File: src/spc_pkg.sv
// Shared types and constants for the segment/plane clipper.
// Used by every module of the block; depends on nothing.
package spc_pkg;

   // Coordinate format: signed Q16.16 in a 32-bit word
   localparam int CW = 32;
   localparam int FB = 16;

   // Raw coordinate*normal product
   localparam int PW = 2 * CW;
   // Dot product: three floored products summed, with two bits of growth
   localparam int DW = PW - FB + 2;
   // Numerator/denominator width and their magnitudes
   localparam int NW = DW + 1;
   localparam int MW = NW;
   // Quotient bits retired per divider stage, and the stage count
   localparam int QB_PER_STAGE = 2;
   localparam int DIV_STAGES = FB / QB_PER_STAGE;
   // Interpolation: (B - A) times the quotient
   localparam int DIFW = CW + 1;
   localparam int IPW = DIFW + FB + 1;

   // Register indexes on the CSR port
   localparam int IDXW = 8;
   localparam logic [IDXW-1:0] REG_NORMAL_X = 8'd0;
   localparam logic [IDXW-1:0] REG_NORMAL_Y = 8'd1;
   localparam logic [IDXW-1:0] REG_NORMAL_Z = 8'd2;
   localparam logic [IDXW-1:0] REG_PLANE_OFS = 8'd3;

   // Segment endpoints carried through the pipe
   typedef struct packed {
      logic [2:0][CW-1:0] a;
      logic [2:0][CW-1:0] b;
   } seg_type;

   // Classification decided ahead of the divider
   typedef struct packed {
      logic need_div;  // crossing strictly inside, quotient required
      logic kept_fix;  // kept flag when no division is needed
      logic kept_db;   // B's side test, used when the quotient is zero
      logic repl_a;    // A lies behind the plane
   } ctl_type;

   // Finished result
   typedef struct packed {
      logic    kept;
      seg_type seg;
   } res_type;

endpackage

File: src/spc_div.sv
// Pipelined restoring divider for the crossing parameter t = num/den (num < den).
// Retires two quotient bits per stage over DIV_STAGES stages. Uses spc_pkg.
module spc_div (
   input  logic                       clock,
   input  logic                       reset,
   input  logic                       adv,
   input  logic                       in_v,
   input  spc_pkg::seg_type           in_seg,
   input  spc_pkg::ctl_type           in_ctl,
   input  logic [spc_pkg::MW-1:0]     in_nm,
   input  logic [spc_pkg::MW-1:0]     in_dm,
   output logic                       out_v,
   output spc_pkg::seg_type           out_seg,
   output spc_pkg::ctl_type           out_ctl,
   output logic [spc_pkg::FB-1:0]     out_q
);

   localparam int N = spc_pkg::DIV_STAGES;

   logic                       v_ff   [N];
   spc_pkg::seg_type           seg_ff [N];
   spc_pkg::ctl_type           ctl_ff [N];
   logic [spc_pkg::MW-1:0]     rem_ff [N];
   logic [spc_pkg::MW-1:0]     dm_ff  [N];
   logic [spc_pkg::FB-1:0]     q_ff   [N];

   for (genvar g = 0; g < N; g++) begin : g_stage
      logic                       v_p;
      spc_pkg::seg_type           seg_p;
      spc_pkg::ctl_type           ctl_p;
      logic [spc_pkg::MW-1:0]     rem_p, dm_p, rem_in;
      logic [spc_pkg::FB-1:0]     q_p, q_in;
      logic [spc_pkg::MW:0]       r1, r2;
      logic                       b1, b2;

      if (g == 0) begin : g_first
         assign v_p   = in_v;
         assign seg_p = in_seg;
         assign ctl_p = in_ctl;
         assign rem_p = in_nm;
         assign dm_p  = in_dm;
         assign q_p   = '0;
      end else begin : g_next
         assign v_p   = v_ff[g-1];
         assign seg_p = seg_ff[g-1];
         assign ctl_p = ctl_ff[g-1];
         assign rem_p = rem_ff[g-1];
         assign dm_p  = dm_ff[g-1];
         assign q_p   = q_ff[g-1];
      end

      // Two shift-compare-subtract steps
      always_comb begin
         r1 = {rem_p, 1'b0};
         b1 = (r1 >= {1'b0, dm_p});
         if (b1) begin
            r1 = r1 - {1'b0, dm_p};
         end
         r2 = {r1[spc_pkg::MW-1:0], 1'b0};
         b2 = (r2 >= {1'b0, dm_p});
         if (b2) begin
            r2 = r2 - {1'b0, dm_p};
         end
         rem_in = r2[spc_pkg::MW-1:0];
         q_in   = {q_p[spc_pkg::FB-3:0], b1, b2};
      end

      always_ff @(posedge clock) begin
         if (reset) begin
            v_ff[g] <= 1'b0;
         end else if (adv) begin
            v_ff[g] <= v_p;
         end
      end

      always_ff @(posedge clock) begin
         if (adv) begin
            seg_ff[g] <= seg_p;
            ctl_ff[g] <= ctl_p;
            rem_ff[g] <= rem_in;
            dm_ff[g]  <= dm_p;
            q_ff[g]   <= q_in;
         end
      end
   end

   assign out_v   = v_ff[N-1];
   assign out_seg = seg_ff[N-1];
   assign out_ctl = ctl_ff[N-1];
   assign out_q   = q_ff[N-1];

endmodule

File: config.mk
export PLATFORM = sky130hd
export DESIGN_NAME = spc_div
export DESIGN_NICKNAME = d
export VERILOG_FILES = /design/src/spc_pkg.sv /design/src/spc_div.sv
export SDC_FILE = /design/constraint.sdc
export NUM_CORES = 2
export LEC_CHECK = 0
export ABC_AREA = 1
export BUFFER_PORTS_ARGS = -buffer_cell sky130_fd_sc_hd__buf_4
export CAP_MARGIN = 20
export CELL_PAD_IN_SITES_DETAIL_PLACEMENT = 1
export CELL_PAD_IN_SITES_GLOBAL_PLACEMENT = 2
export CORE_ASPECT_RATIO = 1.25
export CORE_UTILIZATION = 43
export CTS_CLUSTER_DIAMETER = 80
export CTS_CLUSTER_SIZE = 14
export DETAILED_ROUTE_END_ITERATION = 8
export GPL_TIMING_DRIVEN = 0
export PLACE_DENSITY_LB_ADDON = 0.1
export SYNTH_ARGS = -nofsm -noshare
export SYNTH_HDL_FRONTEND = slang
export SYNTH_SLANG_ARGS = --single-unit
File: constraint.sdc
create_clock -name clock -period 9.7 [get_ports clock]
set_input_delay 0.97 -clock clock [delete_from_list [all_inputs] [get_ports clock]]
set_output_delay 0.97 -clock clock [all_outputs]
set_load 0.005 [all_outputs]
After elaboration in Yosys (flattened, before gate mapping)
Memories as Yosys holds them, arrays and structs flattened.
Index checks and enable logic that the tools add are counted.
{ "classes": {"bitwise_logic": 8, "n_mux": 30, "addsub": 16, "n_lt_le_gt_ge": 16} }
{ "op_table": {"columns": ["cell", "count"], "rows": [
  ["52-bit by 51-bit >= comparator with 1-bit output", 16],
  ["51-bit 2-to-1 mux", 16],
  ["51-bit subtractor", 16],
  ["1-bit 2-to-1 mux", 14],
  ["1-bit bitwise OR", 8]
]} }
{ "word_totals": {"output_inout_bits": 213, "ramBits": 2520, "n_memories": 6, "register_bits": 0, "wordCells": 76, "input_bits": 302} }
{ "memory_table": {"columns": ["name", "words", "word_bits", "read_ports", "rd_clocked_by_memory_dff", "wr", "line_no", "rtl"], "rows": [
  ["seg_ff", 8, 192, 8, 0, 8, "spc_div.sv:21", "spc_pkg::seg_type seg_ff [N];"],
  ["dm_ff", 8, 51, 7, 0, 8, "spc_div.sv:24", "logic [spc_pkg::MW-1:0] dm_ff [N];"],
  ["rem_ff", 8, 51, 7, 0, 8, "spc_div.sv:23", "logic [spc_pkg::MW-1:0] rem_ff [N];"],
  ["q_ff", 8, 16, 8, 0, 8, "spc_div.sv:25", "logic [spc_pkg::FB-1:0] q_ff [N];"],
  ["ctl_ff", 8, 4, 8, 0, 8, "spc_div.sv:22", "spc_pkg::ctl_type ctl_ff [N];"],
  ["v_ff", 8, 1, 8, 0, 8, "spc_div.sv:20", "logic v_ff [N];"]
]} }

Depth between registers and ports, before layout
An unclocked memory read counts as a cell.
{ "logic_depth": {"ltp_word": 5, "mapped_depth": 36, "ltp_nobuf": 33} }

Least setup slack after synthesis
No wires, ideal clock.
{ "synth_path": {"kind": "input to register", "from": "in in_dm[23] (netlist bit)", "to": "mem rem_ff[0][0] (netlist bit), data pin", "required_ps": 9444, "t_arrival_ps": 4298, "stages": 23, "setup_time_ps": 256, "path_slack_ps": 5146, "n_path_buf": 2, "cell_sequence": "inv_1 -> ha_1 -> a21oi_1 -> o21ai_0 -> a21oi_1 -> o21ai_1 -> a21oi_1 -> nand3_1 -> buf_4 -> or2_2 -> nand2_1 -> inv_1 -> ha_1 -> a21oi_1 -> o21ai_0 -> a21oi_1 -> o21a_1 -> nand3_1 -> nand2_1 -> nand3_1 -> nor2_2 -> buf_4 -> nor2_1"} }
{ "synth_rtl": {"columns": ["element", "line_no", "rtl"], "rows": [
  ["from (decl)", "spc_div.sv:11", "input logic [spc_pkg::MW-1:0] in_dm,"],
  ["to (decl)", "spc_div.sv:23", null]
]} }

==> flow_summary.toml <==
[sta]
min_period_over_period_pct = 92.7
hold_viol = 0
report.final.slew_viol_count = 0
slew-limit-headroom_pct = 4.64
fin_crit_ns = 9.00
rsz0062_at_grt = "false"
clock_skew_ns = 0.101
finalSetupViolations = 0
worstMarginPinSlew_ns = 1.42
final.setup.tns_ns = 0
fmax_ghz = 0.111

[final_layout]
nFillCells = 36100
nets = 16600
post-route-util_pct = 48.2
areaGrowthSynthToFinish_pct = 11.5
drive_gt1_share_pct = 7.25

[worst_setup_path]
cpMaxStageDelayCell = "nor2_2"
worstPathMaxFanout = 10
rrSetupSlack_ns = 0.70
worstSetupPathType = "register to register"
crit_path_end_kind = "register"
required_ns = 10.45
cp-start-kind = "register"
arrival_ns = 9.74
max_stage_delay_ns = 0.86
crit_path_frequent_cell = "nand2_1"

[routing]
initialDrtViolationCount = 7598
wirelength_um = 573000
vias_per_cell = 5.62
ant_nets = 0
num_vias = 111000
drc = 0
drt_first_pass_iters = 8
wire_per_inst_um = 29.0

[logic_synthesis]
synthMuxAreaShare_pct = 0
synth_cell_types = 56
yosysWarnings = 0
synth.most_common_cell = "nand2_1"
synthArstFlopShare_pct = 0
synth_compound_area_share_pct = 10.1
ys_seq_elements = 2362
yosys.area_share.simple_pct = 20.1
synth_area_leader_cell = "edfxtp_1"
syn_area_per_cell_um2 = 9.11
yosysTopAreaCellShare_pct = 52.7
synth_xor_area_share_pct = 3.91
synth_edf_count = 2362
yosysSeqAreaShare_pct = 52.7
synth_cells = 14800
synthAdderAreaFrac_pct = 7.63
synth_commonest_cells = "3952 x nand2_1, 2362 x edfxtp_1, 1678 x inv_1"
netlist_area_mm2 = 0.135
synth_area_leaders = "edfxtp_1 53%, nand2_1 11%, ha_1 7.5%"
synth_top_family_by_area = "simple AND/OR/NAND/NOR gates"
synthFlopType = "edfxtp_1"
synth_fp_nets = 15900

[clock_network]
clock-sinks = 2362
clk_pin_slew_worst_paths_ns = 0.07
clockRootBuffer = "clkbuf_16"
clock_latency_ns = 0.94
cts_setup_buffers = 0
cts.path.max_buffers = 4
htreeDepth = 4
cts_tree = "yes"
cts_hold_buffers = 0
numCtsBuffers = 212
ctsResizeCount = 0

[floorplan]
die_w_um = 502
rows = 229
io_pins = 515
die-area_mm2 = 0.315
dieHeight_um = 627
core-area_mm2 = 0.311
start_util_pct = 43.2

[status]
status = "completed"

[placed_design]
dp.final_hpwl_um = 476000
portBuffers = 514
gp_congestion = 1.16

[global_routing]
grt-busiest-layer = "met2"
antenna_found_initial = 28
gr-usage-all-layers_pct = 35.8
grtUsageMet1_pct = 35.1
grt_pass1_wl_um = 807000
grt_pass1_vias = 119000
globalRouteMet3Util_pct = 4.32
use_met2_pct = 66.2
overflow = 0
grt_max_degree = 219

[run]
cap_violations = 0

[hold_path]
hp-class = "input port to register"
[worst paths after layout]
check | startpoint | endpoint | cells after the start
worst min register to register | seg_ff[0][683] | seg_ff[1][107] | 0
worst min-delay path | in_seg[85] | seg_ff[0][85] | 1
worst max register to register | dm_ff[4][4] | rem_ff[5][49] | 28
worst max-delay path | dm_ff[4][4] | rem_ff[5][49] | 28
[critical path: cells and delay by family (launching register included)]
family	cells	cell delay, ns
fa+ha+maj	2	0.78
simple gates	19	5.66
flops	1	0.46
compound gates	2	0.67
buf+inv	5	1.22
[per-stage QoR]
step	hold slack (ns)	instance area (µm²)	cells	setup WS, ns
finish	0.200	150000	19700	0.703
global route	0.168	150000	19700	0.790
CTS	0.156	150000	19700	1.26
detailed placement	0.405	144000	19400	1.41
global placement	0.400	144000	19400	-15.86
floorplan	0.400	135000	14800	5.15
[placed cells by master, fill, tap and decap left out, types with 17 or more instances in the layout]
cell,n
o21ai_2,57
o21ai_1,163
edfxtp_1,2362
diode_2,17
o21bai_1,78
a31oi_1,79
buf_4,542
a21o_1,167
a21boi_0,36
or2_2,50
xnor2_1,245
a21oi_1,1008
ha_1,807
o21ai_0,729
nor2_1,1629
buf_6,20
and3_1,25
nand4_1,168
clkbuf_16,213
nor3_1,148
xor2_1,355
nand2_1,3952
o211ai_1,19
nor4_1,40
nand3b_1,36
o21a_1,63
inv_2,26
inv_1,1678
nand3_1,563
buf_2,102
[layout make-up]
type                       instances  area (µm²)  share of cell area, %
sequential                      2362       70900                   47.3
multi-input combinational      10500       56200                   37.5
inverter                        1704        6400                   4.27
clock buffer                     213        5330                   3.56
tap                             4158        5200                   3.47
timing repair buffer             537        4320                   2.88
buffer                           158         966                  0.644
clock inverter                    46         499                  0.333
antenna                           17        42.5                 0.0284
[kinds of logic after synthesis]
| kind of cell | count (synthesis) |
|---|---|
| compound gates | 2447 |
| xor+xnor | 600 |
| flops | 2362 |
| simple gates | 6674 |
| fa+ha+maj | 815 |
| buf+inv | 1862 |
[flip-flops by register name, indices dropped and copies added, names as in the netlist]
signal	cells
ctl_ff	32
dm_ff	357
q_ff	72
rem_ff	357
seg_ff	1536
v_ff	8
[per-layer routing]
| layer | up-vias | share of wire (%) |
|---|---|---|
| met2 | 3620 | 52 |
| met1 | 54200 | 34 |
| met3 | 1591 | 4.2 |
| met5 | - | 0.0042 |
| met4 | 4 | 10 |
| li1 | 51400 | - |
Power is not shown: default switching activity piles up to over one toggle a cycle in this logic, so the estimate is an artifact.
