**config.mk**
```make
export PLATFORM = sky130hd
export DESIGN_NAME = spc_interp
export DESIGN_NICKNAME = d
export VERILOG_FILES = /design/src/spc_pkg.sv /design/src/spc_interp.sv
export SDC_FILE = /design/constraint.sdc
export NUM_CORES = 2
export LEC_CHECK = 0
export BUFFER_PORTS_ARGS = -buffer_cell sky130_fd_sc_hd__buf_2
export CAP_MARGIN = 20
export CORE_MARGIN = 2
export CORE_UTILIZATION = 35
export CTS_CLUSTER_DIAMETER = 80
export DETAILED_ROUTE_END_ITERATION = 10
export PLACE_DENSITY = 0.6
export SKIP_CTS_REPAIR_TIMING = 1
export SLEW_MARGIN = 20
export SYNTH_ARGS = -nofsm -noshare
export SYNTH_HDL_FRONTEND = slang
export SYNTH_SLANG_ARGS = --single-unit
```
**constraint.sdc**
```tcl
create_clock -name clock -period 22.8 [get_ports clock]
set_input_delay 3.42 -clock clock [delete_from_list [all_inputs] [get_ports clock]]
set_output_delay 3.42 -clock clock [all_outputs]
set_load 0.01 [all_outputs]
```
**src/spc_pkg.sv**
```systemverilog
// Shared types and constants for the segment/plane clipper.
// Used by every module of the block; depends on nothing.
package spc_pkg;

   // Coordinate format: signed Q16.16 in a 32-bit word
   localparam int CW = 32;
   localparam int FB = 16;

   // Raw coordinate*normal product
   localparam int PW = 2 * CW;
   // Dot product: three floored products summed, with two bits of growth
   localparam int DW = PW - FB + 2;
   // Numerator/denominator width and their magnitudes
   localparam int NW = DW + 1;
   localparam int MW = NW;
   // Quotient bits retired per divider stage, and the stage count
   localparam int QB_PER_STAGE = 2;
   localparam int DIV_STAGES = FB / QB_PER_STAGE;
   // Interpolation: (B - A) times the quotient
   localparam int DIFW = CW + 1;
   localparam int IPW = DIFW + FB + 1;

   // Register indexes on the CSR port
   localparam int IDXW = 8;
   localparam logic [IDXW-1:0] REG_NORMAL_X = 8'd0;
   localparam logic [IDXW-1:0] REG_NORMAL_Y = 8'd1;
   localparam logic [IDXW-1:0] REG_NORMAL_Z = 8'd2;
   localparam logic [IDXW-1:0] REG_PLANE_OFS = 8'd3;

   // Segment endpoints carried through the pipe
   typedef struct packed {
      logic [2:0][CW-1:0] a;
      logic [2:0][CW-1:0] b;
   } seg_type;

   // Classification decided ahead of the divider
   typedef struct packed {
      logic need_div;  // crossing strictly inside, quotient required
      logic kept_fix;  // kept flag when no division is needed
      logic kept_db;   // B's side test, used when the quotient is zero
      logic repl_a;    // A lies behind the plane
   } ctl_type;

   // Finished result
   typedef struct packed {
      logic    kept;
      seg_type seg;
   } res_type;

endpackage

```
**src/spc_interp.sv**
```systemverilog
// Crossing point A + trunc((B - A) * t) and endpoint selection.
// Two stages: multiply, then shift/add/select. Uses spc_pkg.
module spc_interp (
   input  logic                       clock,
   input  logic                       reset,
   input  logic                       adv,
   input  logic                       in_v,
   input  spc_pkg::seg_type           in_seg,
   input  spc_pkg::ctl_type           in_ctl,
   input  logic [spc_pkg::FB-1:0]     in_q,
   output logic                       out_v,
   output spc_pkg::res_type           out_res
);

   // Stage 1: per-axis products
   logic                              v1_ff;
   spc_pkg::seg_type                  seg1_ff;
   spc_pkg::ctl_type                  ctl1_ff;
   logic                              qz1_ff;
   logic signed [spc_pkg::IPW-1:0]    prod_ff [3];
   logic signed [spc_pkg::DIFW-1:0]   diff [3];

   always_comb begin
      for (int i = 0; i < 3; i++) begin
         diff[i] = {in_seg.b[i][spc_pkg::CW-1], in_seg.b[i]}
                 - {in_seg.a[i][spc_pkg::CW-1], in_seg.a[i]};
      end
   end

   always_ff @(posedge clock) begin
      if (reset) begin
         v1_ff <= 1'b0;
      end else if (adv) begin
         v1_ff <= in_v;
      end
   end

   always_ff @(posedge clock) begin
      if (adv) begin
         seg1_ff <= in_seg;
         ctl1_ff <= in_ctl;
         qz1_ff  <= (in_q == '0);
         for (int i = 0; i < 3; i++) begin
            prod_ff[i] <= diff[i] * $signed({1'b0, in_q});
         end
      end
   end

   // Stage 2: truncate toward zero, add A, pick the replaced endpoint
   logic                                   v2_ff;
   spc_pkg::res_type                       res_ff, res_in;
   logic signed [spc_pkg::IPW-1:0]         adj [3];
   logic signed [spc_pkg::IPW-spc_pkg::FB-1:0] step [3];
   logic signed [spc_pkg::IPW-spc_pkg::FB-1:0] cp [3];
   logic                                   do_cross;

   always_comb begin
      do_cross    = ctl1_ff.need_div && !qz1_ff;
      res_in.seg  = seg1_ff;
      if (ctl1_ff.need_div) begin
         res_in.kept = qz1_ff ? ctl1_ff.kept_db : 1'b1;
      end else begin
         res_in.kept = ctl1_ff.kept_fix;
      end
      for (int i = 0; i < 3; i++) begin
         adj[i]  = prod_ff[i] + (prod_ff[i][spc_pkg::IPW-1] ?
                   spc_pkg::IPW'((1 << spc_pkg::FB) - 1) : '0);
         step[i] = adj[i][spc_pkg::IPW-1:spc_pkg::FB];
         cp[i]   = step[i] + {{(spc_pkg::IPW-spc_pkg::FB-spc_pkg::CW)
                   {seg1_ff.a[i][spc_pkg::CW-1]}}, seg1_ff.a[i]};
         if (do_cross) begin
            if (ctl1_ff.repl_a) begin
               res_in.seg.a[i] = cp[i][spc_pkg::CW-1:0];
            end else begin
               res_in.seg.b[i] = cp[i][spc_pkg::CW-1:0];
            end
         end
      end
   end

   always_ff @(posedge clock) begin
      if (reset) begin
         v2_ff <= 1'b0;
      end else if (adv) begin
         v2_ff <= v1_ff;
      end
   end

   always_ff @(posedge clock) begin
      if (adv) begin
         res_ff <= res_in;
      end
   end

   assign out_v   = v2_ff;
   assign out_res = res_ff;

endmodule

```
### After elaboration in Yosys (flattened, before gate mapping)

Memories as Yosys holds them, arrays and structs flattened.
Cells that the tools add are included.

* add/subtract/negate cells: 9
* $mul: 3
* div/mod/pow operators: 0
* magnitude comparators: 0
* equal/unequal tests: 0
* shift operators: 0
* multiplexer cells: 19
* bitwise logic cells: 0
* reduce and logical (&&, ||, !) cells: 3

Operators with widths (number)
* $mux W32: 12
* $mul A33 B17 Y50: 3
* $add A48 B16 Y48: 3
* $sub A32 B32 Y33: 3
* $add A32 B32 Y32: 3
* $mux W16: 3
* $logic_not A16 Y1: 1
* $mux W1: 4
* $logic_and A1 B1 Y1: 1
* $logic_not A1 Y1: 1

* flip-flop bits (word level): 392
* bits in latches: 0
* bits in writable memories: 150
* memory bits (read-only): 0
* input port bits: 216
* output and inout port bits: 194
* word-level logic and storage cells: 55
* memories: 1

Memories
* prod_ff: depth 3, width 50, rd ports 3, clocked after memory_dff 0, write ports 3, RTL line spc_interp.sv:20 `logic signed [spc_pkg::IPW-1:0] prod_ff [3];`

### Logic depth before layout (Yosys ltp)

* word-level depth: 5
* depth in mapped cells: 40
* depth with buffers taken out: 38

### Worst setup path before layout

OpenSTA, ideal clock, no wires.

* kind: input -> register
* start: in in_seg[32] (netlist bit)
* end: mem prod_ff[0][96] (netlist bit) (data pin)
* library setup time: 258 ps
* arrival: 11403 ps
* data required time: 22542 ps
* setup slack: 11139 ps
* stages on the path: 36
* path buffers: 2
* cell sequence: inv_1 -> ha_1 -> inv_1 -> fa_1 -> a21o_1 -> a21oi_1 -> o21ai_0 -> a21oi_1 -> o41ai_1 -> o21ai_1 -> o21ai_1 -> o41ai_2 -> o21ai_1 -> xnor2_1 -> buf_2 -> nand2_1 -> fa_1 -> fa_1 -> fa_1 -> inv_1 -> fa_1 -> fa_1 -> inv_1 -> fa_1 -> inv_1 -> ha_1 -> clkbuf_1 -> a21o_1 -> a21o_1 -> a21oi_1 -> or3b_1 -> o2111ai_1 -> o21ai_1 -> a221o_1 -> a21oi_1 -> xnor2_1

RTL lines
* from (decl): RTL line spc_interp.sv:8 `input spc_pkg::seg_type in_seg,`
* to (decl): RTL line spc_interp.sv:20

==> run_results.csv <==
group,metric,value,unit
timing,setup_tns,0,ps
synth,avgSynthCellArea,9.45,um2
global_route,grt_max_degree,158,
clocking,cts-buffers-inserted,73,
synth,ys.flop_type,"edfxtp_1",
detailed_routing,drt_wl_total,243000,um
synth,seq_area_frac_synth,18.8,%
detailed_routing,drc,0,
timing,drv_slew,0,
worst_setup_path,r2r-end,"out_res[94]$_DFFE_PP_",
die,initial_core_util,35.2,%
global_route,grt.busiest_layer,"met2",
detailed_routing,dr_total_vias,63800,
final_layout,area_growth,10.0,%
detailed_routing,routedWlPerCell,19.3,um
synth,ys_ff_latch,539,
final_layout,drive_gt1_share,8.10,%
detailed_routing,via_per_inst,5.07,
synth,synth_area,85800,um2
die,io_pins,410,
final_layout,mostFrequentLayoutCells,"inv_1 (1914), fa_1 (1515), nand2_1 (1357)",
synth,yosysUniqueCellTypes,98,
detailed_routing,drtIter0Drc,4469,
worst_setup_path,critPathMostFrequentCell,"fa_1",
min_path,hp-class,"flip-flop to flip-flop",
worst_setup_path,cp.arrival,13410,ps
worst_setup_path,crit_slowest_cell,"xor2_2",
timing,min_period_over_period,56.9,%
die,core,243000,um2
final_layout,final_nets,11600,
worst_setup_path,r2r_slack,15470,ps
worst_setup_path,path_max_fanout,16,
global_route,grt_pass1_vias,69100,
clocking,cts-root-buf,"clkbuf_16",
synth,yosysWarnings,0,
global_route,grt_antenna_before_repair,16,
die,die_h,499,um
global_route,grt.total_usage,19.8,%
global_route,met3_usage,2.53,%
clocking,cts_tree,"built",
timing,slew_headroom,23.2,%
clocking,clkTransAtPathRegs,60,ps
worst_setup_path,startpoint_type,"primary input",
timing,worst_slew_pin_slew,1150,ps
global_route,grt_util_met1,26.0,%
detailed_routing,drtAntennaViolNets,0,
clocking,clk_latency,730,ps
die,die_x,499,um
timing,setup_viol,0,
die,dieArea,249000,um2
global_route,grt_pass1_wl,389000,um
place,place_congestion,0.895,
clocking,clkSinkCount,539,
synth,synthArstFlopShare,0,%
timing,finalHoldViolCount,0,
global_route,overflow,0,
timing,finClkSkew,45.0,ps
detailed_routing,drt_first_pass_iters,8,
worst_setup_path,r2r_start,"prod_ff[0][149]$_DFFE_PP_",
clocking,htreeDepth,3,
global_route,grt_use_met2,33.9,%
worst_setup_path,setup.worst_path.start,"in_seg[64]",
place,dpl-instance-area,91800,um2
place,io_buffer_count,409,
final_layout,layout_commonest_cell,"inv_1",
timing,min_period,12970,ps
min_path,hold_start,"out_v$_SDFFE_PP0P_",
worst_setup_path,crit_path_end_kind,"flip-flop",
min_path,min_path_cells,2,
outcome,status,"complete, no violations",
synth,synth_edf_count,537,
worst_setup_path,worstRegToRegCells,24,
timing,rsz0062_at_grt,"false",
die,row_count,181,
min_path,worst_hold_path.endpoint,"out_v$_SDFFE_PP0P_",
clocking,cts.path.max_buffers,3,
synth,syn-num-nets,11400,
timing,max_freq,77.1,MHz
synth,syn_inst,9077,
worst_setup_path,required,23240,ps
place,hpwl,184000,um
job,drv_cap,0,
final_layout,fin_area,94400,um2
worst_setup_path,worstSetupPathType,"primary input to flip-flop",
worst_setup_path,slowest_delay,800,ps
==> metal layers <==
metal | vias to the layer above | share of wire, %
met5 | - | 0.033
met1 | 32700 | 43
met3 | 418 | 5.9
met4 | 12 | 2.7
met2 | 2096 | 49
li1 | 28600 | -
==> registers in the layout, indices dropped and copies added (netlist names) <==
name	flops
out_res	193
out_v	1
ctl1_ff	4
seg1_ff	192
qz1_ff	1
prod_ff	147
v1_ff	1
==> final cells by class <==
class	count	area, um2
Fill cell	24000	149000
Antenna cell	7	17.5
Sequential cell	539	16200
Timing Repair Buffer	531	3050
Inverter	1914	7180
Clock inverter	52	651
Clock buffer	82	1880
Tap cell	3202	4010
Multi-Input combinational cell	6263	61400
==> cell families after synthesis <==
logic type	Yosys count	synth area share (%)
mux	19	0.249
simple gates	2605	14.4
buf+inv	2275	10.0
fa+ha+maj	2106	44.0
compound gates	1122	8.32
flops	539	18.8
xor+xnor	411	4.20
==> worst max-delay path, delay by kind of cell <==
kind            cells  cell delay, ps
fa+ha+maj           9            4060
compound gates     11            3190
simple gates        6            1550
xor+xnor            2             920
buf+inv             5             270
==> synth_stat cells (9+ instances only) <==
cell	instances	area [um2]
a211o_1	11	96.3
a211oi_1	24	180
a21o_1	188	1410
a21oi_1	297	1490
a221oi_1	10	87.6
a311oi_1	10	87.6
a31oi_1	22	138
and2_1	528	3300
and3_1	45	282
and4_1	13	114
clkbuf_1	340	1280
edfxtp_1	537	16100
fa_1	1515	30300
ha_1	591	7390
inv_1	1914	7180
mux2_2	15	169
nand2_1	1357	5090
nand2b_1	67	419
nand3_1	127	636
nand4_1	44	275
nor2_1	180	676
nor2b_1	122	763
nor3_1	52	260
nor4_1	9	56.3
o2111ai_1	11	96.3
o211a_1	16	160
o211ai_1	19	143
o21a_1	41	308
o21ai_0	320	1600
o21ai_1	17	85.1
o21bai_1	44	330
o31ai_1	12	90.1
or2_2	11	68.8
or3_1	14	87.6
xnor2_1	272	2380
xor2_1	139	1220
==> worst max path at each step <==
stage / slack, ps / to / cells past startpoint
4_1_cts: 9890 / prod_ff[0][144]$_DFFE_PP_ / 36
2_1_floorplan: 11140 / prod_ff[0][96]$_DFFE_PP_ / 36
5_1_grt: 9160 / prod_ff[0][149]$_DFFE_PP_ / 33
3_5_place_dp: 9150 / prod_ff[0][144]$_DFFE_PP_ / 36
6_report: 9830 / prod_ff[0][149]$_DFFE_PP_ / 33
3_3_place_gp: 9200 / prod_ff[0][144]$_DFFE_PP_ / 36
==> stage by stage <==
| stage | util (%) | std cells | worst slack [ps] | hold slack [ps] |
|---|---|---|---|---|
| after floorplan | - | 9077 | 11140 | 460 |
| after global placement | 37.7 | 12400 | 9200 | 468 |
| after detailed placement | 37.7 | 12400 | 9150 | 497 |
| after CTS | 38.7 | 12600 | 9890 | 501 |
| after global routing | 38.8 | 12600 | 9160 | 532 |
| final | 38.8 | 12600 | 9830 | 501 |
Power is left out: the tool's default activity adds up to more than one toggle a clock period on the data nets, which glitch-free logic cannot reach.
